File: config.mk
export PLATFORM = sky130hd
export DESIGN_NAME = i2c_master_bit_engine
export DESIGN_NICKNAME = d
export VERILOG_FILES = /design/src/rtl/i2cmbe_pkg.sv /design/src/rtl/i2c_master_bit_engine.sv /design/src/rtl/i2cmbe_front.sv /design/src/rtl/i2cmbe_queue.sv /design/src/rtl/i2cmbe_back.sv
export VERILOG_INCLUDE_DIRS = /design/src /design/src/rtl
export SDC_FILE = /design/constraint.sdc
export NUM_CORES = 1
export LEC_CHECK = 0
export BUFFER_PORTS_ARGS = -buffer_cell sky130_fd_sc_hd__buf_4
export CAP_MARGIN = 20
export CORE_UTILIZATION = 40
export DETAILED_ROUTE_END_ITERATION = 12
export GPL_TIMING_DRIVEN = 0
export PLACE_DENSITY = 0.67
export SYNTH_ARGS = -nofsm -noshare
export SYNTH_HDL_FRONTEND = slang
export SYNTH_SLANG_ARGS = --single-unit
File: constraint.sdc
create_clock -name clk -period 3 [get_ports clk]
set_clock_uncertainty 0.1 [all_clocks]
set_input_delay 0.3 -clock clk [delete_from_list [all_inputs] [get_ports clk]]
set_output_delay 0.3 -clock clk [all_outputs]
set_load 0.1 [all_outputs]
File: src/rtl/i2c_master_bit_engine_macros.svh
// ----------------------------------------------------------------------------
// I2C master bit engine assertion macros
// Shared concurrent assertion forms for the bit engine RTL.
// ----------------------------------------------------------------------------
`ifndef I2C_MASTER_BIT_ENGINE_MACROS_SVH
`define I2C_MASTER_BIT_ENGINE_MACROS_SVH

// same-cycle implication
`define I2CMBE_ASSERT_IMP(label, clk, rst_n, ante, cons, msg) \
	label: assert property (@(posedge clk) disable iff (!rst_n) (ante) |-> (cons)) \
		else $error(msg);

// next-cycle implication
`define I2CMBE_ASSERT_NXT(label, clk, rst_n, ante, cons, msg) \
	label: assert property (@(posedge clk) disable iff (!rst_n) (ante) |=> (cons)) \
		else $error(msg);

`endif

File: src/rtl/i2cmbe_pkg.sv
// ----------------------------------------------------------------------------
// i2cmbe_pkg
// Types and constants shared by the I2C master bit engine modules.
// ----------------------------------------------------------------------------
package i2cmbe_pkg;

	localparam int unsigned QDEPTH = 2;
	localparam int unsigned QPTR_W = 1;
	localparam int unsigned QCNT_W = 2;

	localparam logic [7:0] ACK_TIMEOUT_RST = 8'd250;

	typedef enum logic [2:0] {
		ACT_START = 3'd0,
		ACT_STOP  = 3'd1,
		ACT_WRITE = 3'd2,
		ACT_WAIT  = 3'd3,
		ACT_READ  = 3'd4
	} action_t;

	typedef enum logic [4:0] {
		ST_IDLE   = 5'd0,
		ST_START0 = 5'd1,
		ST_START1 = 5'd2,
		ST_START2 = 5'd3,
		ST_STOP0  = 5'd4,
		ST_STOP1  = 5'd5,
		ST_STOP2  = 5'd6,
		ST_WAIT0  = 5'd7,
		ST_WAIT1  = 5'd8,
		ST_WAIT2  = 5'd9,
		ST_TX_A   = 5'd10,
		ST_TX_B   = 5'd11,
		ST_TX_C   = 5'd12,
		ST_RX_A   = 5'd13,
		ST_RX_B   = 5'd14,
		ST_AK0    = 5'd15,
		ST_AK1    = 5'd16,
		ST_AK2    = 5'd17,
		ST_AK3    = 5'd18
	} step_t;

	// classified phase word passed from front to back
	typedef struct packed {
		logic       sample;
		logic       cmd_ok;
		step_t      entry_step;
		logic       is_wait;
		logic [7:0] tx_byte;
		logic       send_ack;
	} phase_t;

	typedef struct packed {
		logic scl_level;
		logic sda_level;
		logic ready_res;
		logic done_res;
		logic [7:0] rx_byte;
		logic ack_missing;
	} result_t;

endpackage

File: src/rtl/i2c_master_bit_engine.sv
// A phase word passes through the queue and the sequencer into the output register.
// Throughput: one phase word per cycle while the queue has room; the sequencer steps
// once per cycle with a word queued and the output register free or being drained.
// A two-entry queue lets the input side keep accepting while the output stalls.
// Reset (arst_n low, asynchronous): sequencer idle, SCL and SDA released,
// ack_timeout 250, queue and output register empty.
// ----------------------------------------------------------------------------
// i2c_master_bit_engine
// I2C master bit engine: front decode, phase queue, bit sequencer.
// ----------------------------------------------------------------------------
module i2c_master_bit_engine (
	input  logic       clk,
	input  logic       arst_n,
	input  logic       cfg_we,
	input  logic [7:0] cfg_wdata,
	input  logic       in_valid,
	output logic       in_ready,
	input  logic       sda_sample,
	input  logic       cmd_valid,
	input  logic [2:0] action,
	input  logic [7:0] tx_byte,
	input  logic       send_ack,
	output logic       out_valid,
	input  logic       out_ready,
	output logic       scl_level,
	output logic       sda_level,
	output logic       ready_res,
	output logic       done_res,
	output logic [7:0] rx_byte,
	output logic       ack_missing
);
	import i2cmbe_pkg::*;

	phase_t  q_wdata;
	phase_t  q_rdata;
	logic    q_push;
	logic    q_pop;
	logic    q_full;
	logic    q_not_empty;
	result_t res;

	i2cmbe_front u_front (
		.in_valid   (in_valid),
		.in_ready   (in_ready),
		.sda_sample (sda_sample),
		.cmd_valid  (cmd_valid),
		.action     (action),
		.tx_byte    (tx_byte),
		.send_ack   (send_ack),
		.q_full     (q_full),
		.q_push     (q_push),
		.q_wdata    (q_wdata)
	);

	i2cmbe_queue u_queue (
		.clk       (clk),
		.arst_n    (arst_n),
		.push      (q_push),
		.wdata     (q_wdata),
		.pop       (q_pop),
		.rdata     (q_rdata),
		.full      (q_full),
		.not_empty (q_not_empty)
	);

	i2cmbe_back u_back (
		.clk         (clk),
		.arst_n      (arst_n),
		.cfg_we      (cfg_we),
		.cfg_wdata   (cfg_wdata),
		.q_not_empty (q_not_empty),
		.q_rdata     (q_rdata),
		.q_pop       (q_pop),
		.out_valid   (out_valid),
		.out_ready   (out_ready),
		.res         (res)
	);

	assign scl_level   = res.scl_level;
	assign sda_level   = res.sda_level;
	assign ready_res   = res.ready_res;
	assign done_res    = res.done_res;
	assign rx_byte     = res.rx_byte;
	assign ack_missing = res.ack_missing;

endmodule

File: src/rtl/i2cmbe_front.sv
// ----------------------------------------------------------------------------
// i2cmbe_front
// Accepts phase words and decodes the offered command into an entry step.
// ----------------------------------------------------------------------------
module i2cmbe_front (
	input  logic               in_valid,
	output logic               in_ready,
	input  logic               sda_sample,
	input  logic               cmd_valid,
	input  logic [2:0]         action,
	input  logic [7:0]         tx_byte,
	input  logic               send_ack,
	input  logic               q_full,
	output logic               q_push,
	output i2cmbe_pkg::phase_t q_wdata
);
	import i2cmbe_pkg::*;

	logic  act_known;
	step_t entry;

	always_comb begin
		act_known = 1'b1;
		case (action)
			ACT_START: entry = ST_START0;
			ACT_STOP:  entry = ST_STOP0;
			ACT_WRITE: entry = ST_TX_A;
			ACT_WAIT:  entry = ST_WAIT0;
			ACT_READ:  entry = ST_RX_A;
			default: begin
				entry     = ST_IDLE;
				act_known = 1'b0;
			end
		endcase
	end

	assign in_ready = !q_full;
	assign q_push   = in_valid && !q_full;

	always_comb begin
		q_wdata.sample     = sda_sample;
		q_wdata.cmd_ok     = cmd_valid && act_known;
		q_wdata.entry_step = entry;
		q_wdata.is_wait    = (action == ACT_WAIT);
		q_wdata.tx_byte    = tx_byte;
		q_wdata.send_ack   = send_ack;
	end

endmodule

File: src/rtl/i2cmbe_queue.sv
// ----------------------------------------------------------------------------
// i2cmbe_queue
// Two-entry queue of decoded phase words between front and back.
// ----------------------------------------------------------------------------
module i2cmbe_queue (
	input  logic               clk,
	input  logic               arst_n,
	input  logic               push,
	input  i2cmbe_pkg::phase_t wdata,
	input  logic               pop,
	output i2cmbe_pkg::phase_t rdata,
	output logic               full,
	output logic               not_empty
);
	import i2cmbe_pkg::*;
	`include "i2c_master_bit_engine_macros.svh"

	phase_t              mem_q [QDEPTH];
	logic [QPTR_W-1:0]   wr_ptr_q;
	logic [QPTR_W-1:0]   rd_ptr_q;
	logic [QCNT_W-1:0]   count_q;

	assign full      = (count_q == QCNT_W'(QDEPTH));
	assign not_empty = (count_q != '0);
	assign rdata     = mem_q[rd_ptr_q];

	always_ff @(posedge clk) begin
		if (push) begin
			mem_q[wr_ptr_q] <= wdata;
		end
	end

	always_ff @(posedge clk or negedge arst_n) begin
		if (!arst_n) begin
			wr_ptr_q <= '0;
			rd_ptr_q <= '0;
			count_q  <= '0;
		end else begin
			if (push) wr_ptr_q <= wr_ptr_q + 1'b1;
			if (pop)  rd_ptr_q <= rd_ptr_q + 1'b1;
			case ({push, pop})
				2'b10:   count_q <= count_q + 1'b1;
				2'b01:   count_q <= count_q - 1'b1;
				default: count_q <= count_q;
			endcase
		end
	end

	`I2CMBE_ASSERT_IMP(a_q_no_overflow, clk, arst_n, 1'b1, count_q <= QCNT_W'(QDEPTH), "queue count over depth")
	`I2CMBE_ASSERT_IMP(a_q_no_underflow, clk, arst_n, pop, not_empty, "pop from empty queue")

endmodule

File: src/rtl/i2cmbe_back.sv
// ----------------------------------------------------------------------------
// i2cmbe_back
// Bit sequencer: steps one phase per queued word into an output register.
// ----------------------------------------------------------------------------
module i2cmbe_back (
	input  logic                clk,
	input  logic                arst_n,
	input  logic                cfg_we,
	input  logic [7:0]          cfg_wdata,
	input  logic                q_not_empty,
	input  i2cmbe_pkg::phase_t  q_rdata,
	output logic                q_pop,
	output logic                out_valid,
	input  logic                out_ready,
	output i2cmbe_pkg::result_t res
);
	import i2cmbe_pkg::*;
	`include "i2c_master_bit_engine_macros.svh"

	step_t      step_q;
	logic [3:0] bc_q;
	logic [7:0] shift_q;
	logic [7:0] wc_q;
	logic       ack_q;
	logic       wait_act_q;
	logic [7:0] held_q;
	logic       scl_q;
	logic       sda_q;
	logic [7:0] to_q;
	logic       out_valid_q;
	result_t    res_q;

	// state after command entry
	logic       start_cmd;
	step_t      step_e;
	logic [3:0] bc_e;
	logic [7:0] shift_e;
	logic       ack_e;
	logic       wait_act_e;
	logic       sda_e;

	step_t      step_d;
	logic [3:0] bc_inc;
	logic [3:0] bc_d;
	logic [7:0] shift_d;
	logic [7:0] wc_d;
	logic [7:0] held_d;
	logic       scl_d;
	logic       sda_d;
	logic       sda_out;
	logic       done;
	logic       missing;

	always_comb begin
		start_cmd  = (step_q == ST_IDLE) && q_rdata.cmd_ok;
		step_e     = step_q;
		bc_e       = bc_q;
		shift_e    = shift_q;
		ack_e      = ack_q;
		wait_act_e = wait_act_q;
		sda_e      = sda_q;
		if (start_cmd) begin
			step_e     = q_rdata.entry_step;
			bc_e       = '0;
			wait_act_e = q_rdata.is_wait;
			if (q_rdata.entry_step == ST_TX_A) shift_e = q_rdata.tx_byte;
			if (q_rdata.entry_step == ST_RX_A) begin
				shift_e = '0;
				ack_e   = q_rdata.send_ack;
				sda_e   = 1'b1;
			end
		end
	end

	assign bc_inc = bc_e + 4'd1;

	// next step
	always_comb begin
		case (step_e)
			ST_START0: step_d = ST_START1;
			ST_START1: step_d = ST_START2;
			ST_STOP0:  step_d = ST_STOP1;
			ST_STOP1:  step_d = ST_STOP2;
			ST_WAIT0:  step_d = ST_WAIT1;
			ST_WAIT1: begin
				if (!q_rdata.sample)  step_d = ST_WAIT2;
				else if (wc_q >= to_q) step_d = ST_STOP0;
				else                   step_d = ST_WAIT1;
			end
			ST_TX_A:   step_d = ST_TX_B;
			ST_TX_B:   step_d = ST_TX_C;
			ST_TX_C:   step_d = bc_inc[3] ? ST_IDLE : ST_TX_A;
			ST_RX_A:   step_d = ST_RX_B;
			ST_RX_B:   step_d = bc_inc[3] ? ST_AK0 : ST_RX_A;
			ST_AK0:    step_d = ST_AK1;
			ST_AK1:    step_d = ST_AK2;
			ST_AK2:    step_d = ack_e ? ST_AK3 : ST_IDLE;
			default:   step_d = ST_IDLE;
		endcase
	end

	// phase outputs and datapath
	always_comb begin
		bc_d    = bc_e;
		shift_d = shift_e;
		wc_d    = wc_q;
		held_d  = held_q;
		scl_d   = scl_q;
		sda_d   = sda_e;
		sda_out = sda_e;
		done    = 1'b0;
		missing = 1'b0;
		case (step_e)
			ST_START0: begin
				sda_d = 1'b1;
				scl_d = 1'b1;
			end
			ST_START1: sda_d = 1'b0;
			ST_START2: begin
				scl_d = 1'b0;
				done  = 1'b1;
			end
			ST_STOP0: sda_d = 1'b0;
			ST_STOP1: scl_d = 1'b1;
			ST_STOP2: begin
				sda_d   = 1'b1;
				done    = 1'b1;
				missing = wait_act_e;
			end
			ST_WAIT0: begin
				sda_d = 1'b1;
				wc_d  = '0;
			end
			ST_WAIT1: begin
				scl_d = 1'b1;
				if (q_rdata.sample && (wc_q < to_q)) wc_d = wc_q + 8'd1;
			end
			ST_WAIT2: begin
				scl_d = 1'b0;
				done  = 1'b1;
			end
			ST_TX_A: begin
				sda_d   = shift_e[7];
				shift_d = {shift_e[6:0], 1'b0};
			end
			ST_TX_B: scl_d = 1'b1;
			ST_TX_C: begin
				scl_d = 1'b0;
				bc_d  = bc_inc;
				if (bc_inc[3]) begin
					sda_d = 1'b1;
					done  = 1'b1;
				end
			end
			ST_RX_A: begin
				scl_d   = 1'b1;
				shift_d = {shift_e[6:0], q_rdata.sample};
			end
			ST_RX_B: begin
				scl_d = 1'b0;
				bc_d  = bc_inc;
				if (bc_inc[3]) held_d = shift_e;
			end
			ST_AK0: sda_d = !ack_e;
			ST_AK1: scl_d = 1'b1;
			ST_AK2: begin
				scl_d = 1'b0;
				done  = !ack_e;
			end
			ST_AK3: begin
				sda_d = 1'b1;
				done  = 1'b1;
			end
			default: ;
		endcase
		if (step_e != ST_TX_C || !bc_inc[3]) sda_out = sda_d;
	end

	assign q_pop = q_not_empty && (!out_valid_q || out_ready);

	always_ff @(posedge clk or negedge arst_n) begin
		if (!arst_n) begin
			to_q <= ACK_TIMEOUT_RST;
		end else if (cfg_we) begin
			to_q <= cfg_wdata;
		end
	end

	always_ff @(posedge clk or negedge arst_n) begin
		if (!arst_n) begin
			step_q     <= ST_IDLE;
			bc_q       <= '0;
			shift_q    <= '0;
			wc_q       <= '0;
			ack_q      <= 1'b0;
			wait_act_q <= 1'b0;
			held_q     <= '0;
			scl_q      <= 1'b1;
			sda_q      <= 1'b1;
		end else if (q_pop) begin
			step_q     <= step_d;
			bc_q       <= bc_d;
			shift_q    <= shift_d;
			wc_q       <= wc_d;
			ack_q      <= ack_e;
			wait_act_q <= wait_act_e;
			held_q     <= held_d;
			scl_q      <= scl_d;
			sda_q      <= sda_d;
		end
	end

	always_ff @(posedge clk or negedge arst_n) begin
		if (!arst_n) begin
			out_valid_q <= 1'b0;
		end else if (q_pop) begin
			out_valid_q <= 1'b1;
		end else if (out_ready) begin
			out_valid_q <= 1'b0;
		end
	end

	always_ff @(posedge clk) begin
		if (q_pop) begin
			res_q.scl_level   <= scl_d;
			res_q.sda_level   <= sda_out;
			res_q.ready_res   <= (step_d == ST_IDLE);
			res_q.done_res    <= done;
			res_q.rx_byte     <= held_d;
			res_q.ack_missing <= missing;
		end
	end

	assign out_valid = out_valid_q;
	assign res       = res_q;

	`I2CMBE_ASSERT_IMP(a_missing_is_done, clk, arst_n, out_valid_q && res_q.ack_missing, res_q.done_res, "ack_missing without done")
	`I2CMBE_ASSERT_IMP(a_done_goes_idle, clk, arst_n, out_valid_q && res_q.done_res, res_q.ready_res, "done without return to idle")

endmodule

# After elaboration in Yosys (flattened, before gate mapping)
# Memory sizes are Yosys's and may differ from the RTL's.
# Index checks and enable logic that the tools add are counted.
[op_classes]
mux = 35
add_sub_neg = 6
magnitude_cmp = 2
n_eq_ne = 29
n_reduce_logical = 26
[op_table]
columns = ["cell", "n"]
rows = [
  ["$pmux 5 s14", 1],
  ["$eq 5x4->1 const B", 10],
  ["$mux 8", 6],
  ["$pmux 8 s2", 2],
  ["$eq 5x3->1 const B", 4],
  ["$pmux 4 s5", 1],
  ["$mux 4", 4],
  ["$eq 5x5->1 const B", 3],
  ["$mux 5", 3],
  ["$mux 1", 13],
  ["$eq 5x2->1 const B", 2],
  ["$logic_not 5->1", 2],
  ["$reduce_or 5->1", 2],
  ["$add 8x1->8 const B", 1],
  ["$ge 8x8->1", 1],
  ["$lt 8x8->1", 1],
  ["$reduce_bool 2->1", 4],
  ["$reduce_or 4->1", 2],
  ["$eq 3x2->1 const B", 2],
  ["$reduce_or 6->1", 1],
  ["$eq 5x1->1 const B", 1],
  ["$logic_and 1x1->1", 5],
  ["$ne 5x4->1 const B", 1],
  ["$pmux 1 s5", 1],
  ["18 further kinds", 25],
]
[word_totals]
n_memories = 1
reg_bits = 63
ram_bits = 32
out_inout_bits = 15
input_bits = 27
[memory_table]
columns = ["name", "words", "width", "read_ports", "rd_ports_with_merged_regs", "write_ports", "line_no", "source"]
rows = [
  ["u_queue.mem_q", 2, 16, 1, 0, 1, "i2cmbe_queue.sv:18", "phase_t mem_q [QDEPTH];"],
]

# Depth between registers and ports, before layout
[logic_depth]
depth_word = 7
ltp_mapped = 10

# Hierarchy
# Synthesis repeated with hierarchy kept, for this count alone.
[unflattened]
cells_unflattened = 453
area_unflattened_um2 = 5255.0
[modules_own_cells]
columns = ["mod", "instances", "cells_each", "area_per_inst_um2", "seq_area_each_um2"]
rows = [
  ["i2cmbe_back", 1, 361, 3632.2, 1551.5],
  ["i2cmbe_queue", 1, 69, 1463.9, 1121.1],
  ["i2cmbe_front", 1, 23, 158.9, 0.0],
]

# Least setup slack after synthesis
# No wires, ideal clock.
[synth_path]
path_type = "flip-flop to flip-flop"
from = "register u_queue.rd_ptr_q"
to = "register u_back.res[10] (netlist name)"
arrival_ps = 2548
synth_period_minus_slack_ps = 2823
path_slack_ps = 177
required_time_ps = 2725
stages_incl_launch_ff = 8
path_buffers = 2
cell_sequence = "dfrtp_1 > buf_2 > buf_2 > mux2_2 > a2111oi_1 > mux2_2 > a221oi_1 > nor4bb_1"
[synth_between]
elab_chain_len = 7
word_cells_on_any_way = 28
classes_between = "add/sub: 1; eq/ne: 15; mux: 9; reduce/logical: 2; memory: 1"
[synth_lines]
columns = ["item", "line_no", "source"]
rows = [
  ["from (decl)", "i2cmbe_queue.sv:20", "logic [QPTR_W-1:0] rd_ptr_q;"],
  ["from (signal assigned)", "i2cmbe_queue.sv:40", "if (pop) rd_ptr_q <= rd_ptr_q + 1'b1;"],
  ["$mem_v2 2x16 (*)", "-", ""],
  ["$logic_and 1x1->1 / $eq 5x4->1 (equally long branches)", "i2cmbe_back.sv:55, i2cmbe_back.sv:67", ""],
  ["$mux 4 / $mux 1 (equally long branches)", "i2cmbe_back.sv:62, i2cmbe_back.sv:67", ""],
  ["$add 4x1->4 / $mux 1 (equally long branches)", "i2cmbe_back.sv:75, i2cmbe_back.sv:62", ""],
  ["$mux 2, or another cell as far along", "i2cmbe_back.sv:94", "ST_RX_B: step_d = bc_inc[3] ? ST_AK0 : ST_RX_A;"],
  ["$pmux 5 s14 (*)", "i2cmbe_back.sv:79", "case (step_e)"],
  ["$logic_not 5->1 (*)", "i2cmbe_back.sv:227", "res_q.ready_res <= (step_d == ST_IDLE);"],
]
# Every way passes the cells marked *; elsewhere a longest branch is shown, timed or not.
# A chain may end at the register's enable or synchronous reset.

# Worst setup path in the final report
[layout_path]
from = "register u_queue.rd_ptr_q"
to = "register u_back.res[10] (netlist name)"
[layout_between]
elab_chain_len = 7
word_cells_on_any_way = 28
classes_between = "add/sub: 1; eq/ne: 15; mux: 9; reduce/logical: 2; memory: 1"
[layout_lines]
columns = ["item", "line_no"]
rows = [
  ["$mem_v2 2x16 (*)", "-"],
  ["$logic_and 1x1->1 / $eq 5x4->1 (equally long branches)", "i2cmbe_back.sv:55, i2cmbe_back.sv:67"],
  ["$mux 4 / $mux 1 (equally long branches)", "i2cmbe_back.sv:62, i2cmbe_back.sv:67"],
  ["$add 4x1->4 / $mux 1 (equally long branches)", "i2cmbe_back.sv:75, i2cmbe_back.sv:62"],
  ["$mux 2, or another cell as far along", "i2cmbe_back.sv:94"],
  ["$pmux 5 s14 (*)", "i2cmbe_back.sv:79"],
  ["$logic_not 5->1 (*)", "i2cmbe_back.sv:227"],
]
# Marks and branches as above.

==> impl_metrics.env <==
export IMPL_status="completed"
export IMPL_required_ps=3070
export IMPL_cp_max_fo=10
export IMPL_num_rows=40
export IMPL_hold_path_depth=1
export IMPL_ys_types=62
export IMPL_place_congestion=0.883
export IMPL_antenna_left=0
export IMPL_first_iter_violations=242
export IMPL_remaining_drc_errors=0
export IMPL_worst_slack_ps=12.7
export IMPL_grt_max_degree=51
export IMPL_place_ws_ps=-663
export IMPL_setup_violations=0
export IMPL_sequentialPowerShare=0.322
export IMPL_crit_path_cell_trace="clkbuf_4, mux2_2, a41oi_4, nor3_1, a22o_1, a2111oi_2, and2_1, nor4bb_1"
export IMPL_syn_cell_area_sq_um=4930
export IMPL_clk_latency_ps=360
export IMPL_layout_area_seq_sq_um=2610
export IMPL_r2r_cells=8
export IMPL_dieArea_sq_um=12800
export IMPL_crit_path_start_kind="flop"
export IMPL_grt_busiest_layer="met2"
export IMPL_power_share_clock=0.181
export IMPL_grt_util_met1=0.282
export IMPL_finalInstanceArea_sq_um=5970
export IMPL_clockBufferDepth=2
export IMPL_fp_dieW_um=113
export IMPL_nFillCells=1070
export IMPL_ys_warn_count=0
export IMPL_path_class="reg -> reg"
export IMPL_dieHeight_um=113
export IMPL_ys_seq_elements=95
export IMPL_startpoint="u_queue.rd_ptr_q"
export IMPL_grt_overflow=0
export IMPL_clk_pin_slew_worst_paths_ps=70
export IMPL_grt_first_pass_wirelength_um=19400
export IMPL_synthFlopType="edfxtp_1"
export IMPL_grt_pass1_vias=3644
export IMPL_cts_made_buffers=9
export IMPL_core_area_sq_um=12000
export IMPL_p_switching_w=0.00275
export IMPL_cpMaxStageDelayCell="mux2_2"
export IMPL_worst_pin_slew_ps=926
export IMPL_slew_headroom=0.377
export IMPL_dpl_cell_area_sq_um=5440
export IMPL_gr_usage_met3=0.0407
export IMPL_grt_usage=0.198
export IMPL_synth_edf_count=45
export IMPL_hpwlAfterDp_um=8380
export IMPL_port_buffers=41
export IMPL_cp_slowest_stage_delay_ps=450
export IMPL_ios=42
export IMPL_initial_core_util=0.410
export IMPL_rsz0062_at_grt="yes"
export IMPL_antenna_found_initial=0
export IMPL_hold_viol=0
export IMPL_hp_class="in -> reg"
export IMPL_syn_to_final_growth_pct=21.1
export IMPL_synth_async_reset_ratio=0.526
export IMPL_whs_ps=25.7
export IMPL_r2r_start="u_queue.rd_ptr_q"
export IMPL_first_pass_iters=5
export IMPL_intPower_w=0.00328
export IMPL_dr_total_vias=3756
export IMPL_vias_per_cell=5.71
export IMPL_ys_seq_area_frac=0.530
export IMPL_wl_um=11800
export IMPL_critPathArrivalTime_ps=3060
export IMPL_p_leak_nw=2.35
export IMPL_maxCapViolCount=0
export IMPL_synthesis_nets=484
export IMPL_p_sw_frac=0.456
export IMPL_met2_usage=0.294
export IMPL_crit_path_end_kind="flop"
export IMPL_combPwrFrac=0.497
export IMPL_wl_per_cell_um=18.0
export IMPL_cts_tree="done"
export IMPL_fin_crit_sh=0.996
export IMPL_clockRootBuffer="clkbuf_16"
export IMPL_fin_nets=544
export IMPL_syn_avg_cell_area_sq_um=11.1
export IMPL_drive_above_1_share=0.266
export IMPL_multi_input_area_sq_um=2380
export IMPL_htree_num_levels=3
export IMPL_clkSinkCount=95
export IMPL_syn_inst=446
export IMPL_fmax_ghz=0.335
export IMPL_hp_start="tx_byte[5]"
export IMPL_drv_slew=0
export IMPL_antenna_cells=0
export IMPL_period_needed_ps=2990
export IMPL_ir_worst_vdd_v=0.000434
export IMPL_power_density_nw_per_um2=1010
==> critical path: cells and delay by family, from the launching register on <==
family / cells / cell delay (ps)
compound gates: 3 / 1040
simple gates: 3 / 640
mux: 1 / 450
flops: 1 / 360
buf+inv: 1 / 220
==> registers in the layout, summed over array words and instances, names as in the netlist <==
signal             count
u_back.res            13
u_queue.wr_ptr_q       1
u_back.to_q            8
u_back.bc_q            4
u_back.sda_q           1
u_queue.mem_q         32
u_back.ack_q           1
u_back.held_q          8
u_back.shift_q         8
u_back.wc_q            8
u_queue.rd_ptr_q       1
u_back.wait_act_q      1
u_queue.count_q        2
u_back.scl_q           1
u_back.out_valid       1
u_back.step_q          5
==> path summary, 6_finish.rpt <==
check	endpoint	slack (ps)
max	u_back.res[10]	10
min	u_queue.mem_q[1][6]	30
max reg2reg	u_back.res[10]	10
min reg2reg	u_back.held_q[7]	380
max in group asynchronous	u_back.step_q[1]	1890
min in group asynchronous	u_back.out_valid	430
==> placed cells by master (no fill, tap or decap), types with 4 or more instances in the layout <==
| cell | count |
|---|---|
| a211oi_1 | 10 |
| a21oi_1 | 15 |
| and2_1 | 6 |
| buf_4 | 48 |
| clkbuf_1 | 11 |
| clkbuf_16 | 9 |
| dfrtp_1 | 41 |
| dfstp_2 | 8 |
| edfxtp_1 | 45 |
| ha_1 | 11 |
| inv_1 | 17 |
| mux2_2 | 25 |
| mux2i_1 | 20 |
| nand2_1 | 40 |
| nand2b_1 | 4 |
| nand3_1 | 12 |
| nor2_1 | 31 |
| nor3_1 | 12 |
| nor4_1 | 4 |
| o211ai_1 | 5 |
| o21ai_0 | 30 |
| o21ai_1 | 6 |
| or2_2 | 4 |
| or3_1 | 7 |
| xnor2_1 | 6 |
==> kinds of logic after synthesis <==
family                     synth area share
buffers and inverters                0.0277
adders and majority gates            0.0279
DFF                                   0.530
xor gates and xnor gates             0.0142
AOI/OAI and AO/OA                     0.148
muxes                                 0.103
and+or+nand+nor                       0.150
==> power groups by stage <==
stage	registers (W)	logic, W	clock network [W]
global placement	0.00195	0.00265	0
global route	0.00198	0.00321	0.00116
CTS	0.00194	0.00287	0.00111
finish	0.00194	0.00300	0.00109
detailed placement	0.00196	0.00270	0
floorplan	0.00242	0.00151	0
==> cell usage after synthesis, types with 8 or more instances <==
| master | n | area, sq um |
|---|---|---|
| inv_1 | 17 | 63.8 |
| nand3_1 | 13 | 65.1 |
| edfxtp_1 | 45 | 1350 |
| a21oi_1 | 15 | 75.1 |
| nor3_1 | 16 | 80.1 |
| mux2i_1 | 21 | 210 |
| mux2_2 | 25 | 282 |
| o21ai_0 | 31 | 155 |
| dfrtp_1 | 42 | 1050 |
| nand2_1 | 43 | 161 |
| dfstp_2 | 8 | 210 |
| clkbuf_1 | 10 | 37.5 |
| a211oi_1 | 11 | 82.6 |
| ha_1 | 11 | 138 |
| nor2_1 | 32 | 120 |
==> timing repair <==
item                       CTS  global route
pin swaps                    3             3
buffers inserted             3             2
setup endpoints to repair   42            30
hold endpoints to repair    42             0
cloned                       0             0
resized for setup           24            16
hold buffers                 1             0
==> through the flow <==
stage	utilization	instances	setup TNS [ps]	power (W)
after detailed placement	0.453	636	-10680	0.00466
after floorplan	-	446	0	0.00393
after global routing	0.497	658	-613	0.00635
final	0.497	658	0	0.00603
after CTS	0.490	656	-83.1	0.00592
after global placement	0.451	634	-10930	0.00460
==> per-layer routing <==
metal	vias to the layer above	share of wire
met5	-	0
met4	0	0.015
met3	16	0.050
met2	116	0.45
met1	1819	0.49
li1	1805	-
==> final cells by class <==
| type | instances | share of cell area |
|---|---|---|
| Buffer | 16 | 0.0132 |
| Clock buffer | 12 | 0.0413 |
| Clock inverter | 4 | 0.00524 |
| Inverter | 17 | 0.0107 |
| Multi-Input combinational cell | 318 | 0.398 |
| Sequential cell | 95 | 0.438 |
| Tap cell | 147 | 0.0308 |
| Timing Repair Buffer | 49 | 0.0633 |
Note: power is estimated with default switching activity, not from simulation.
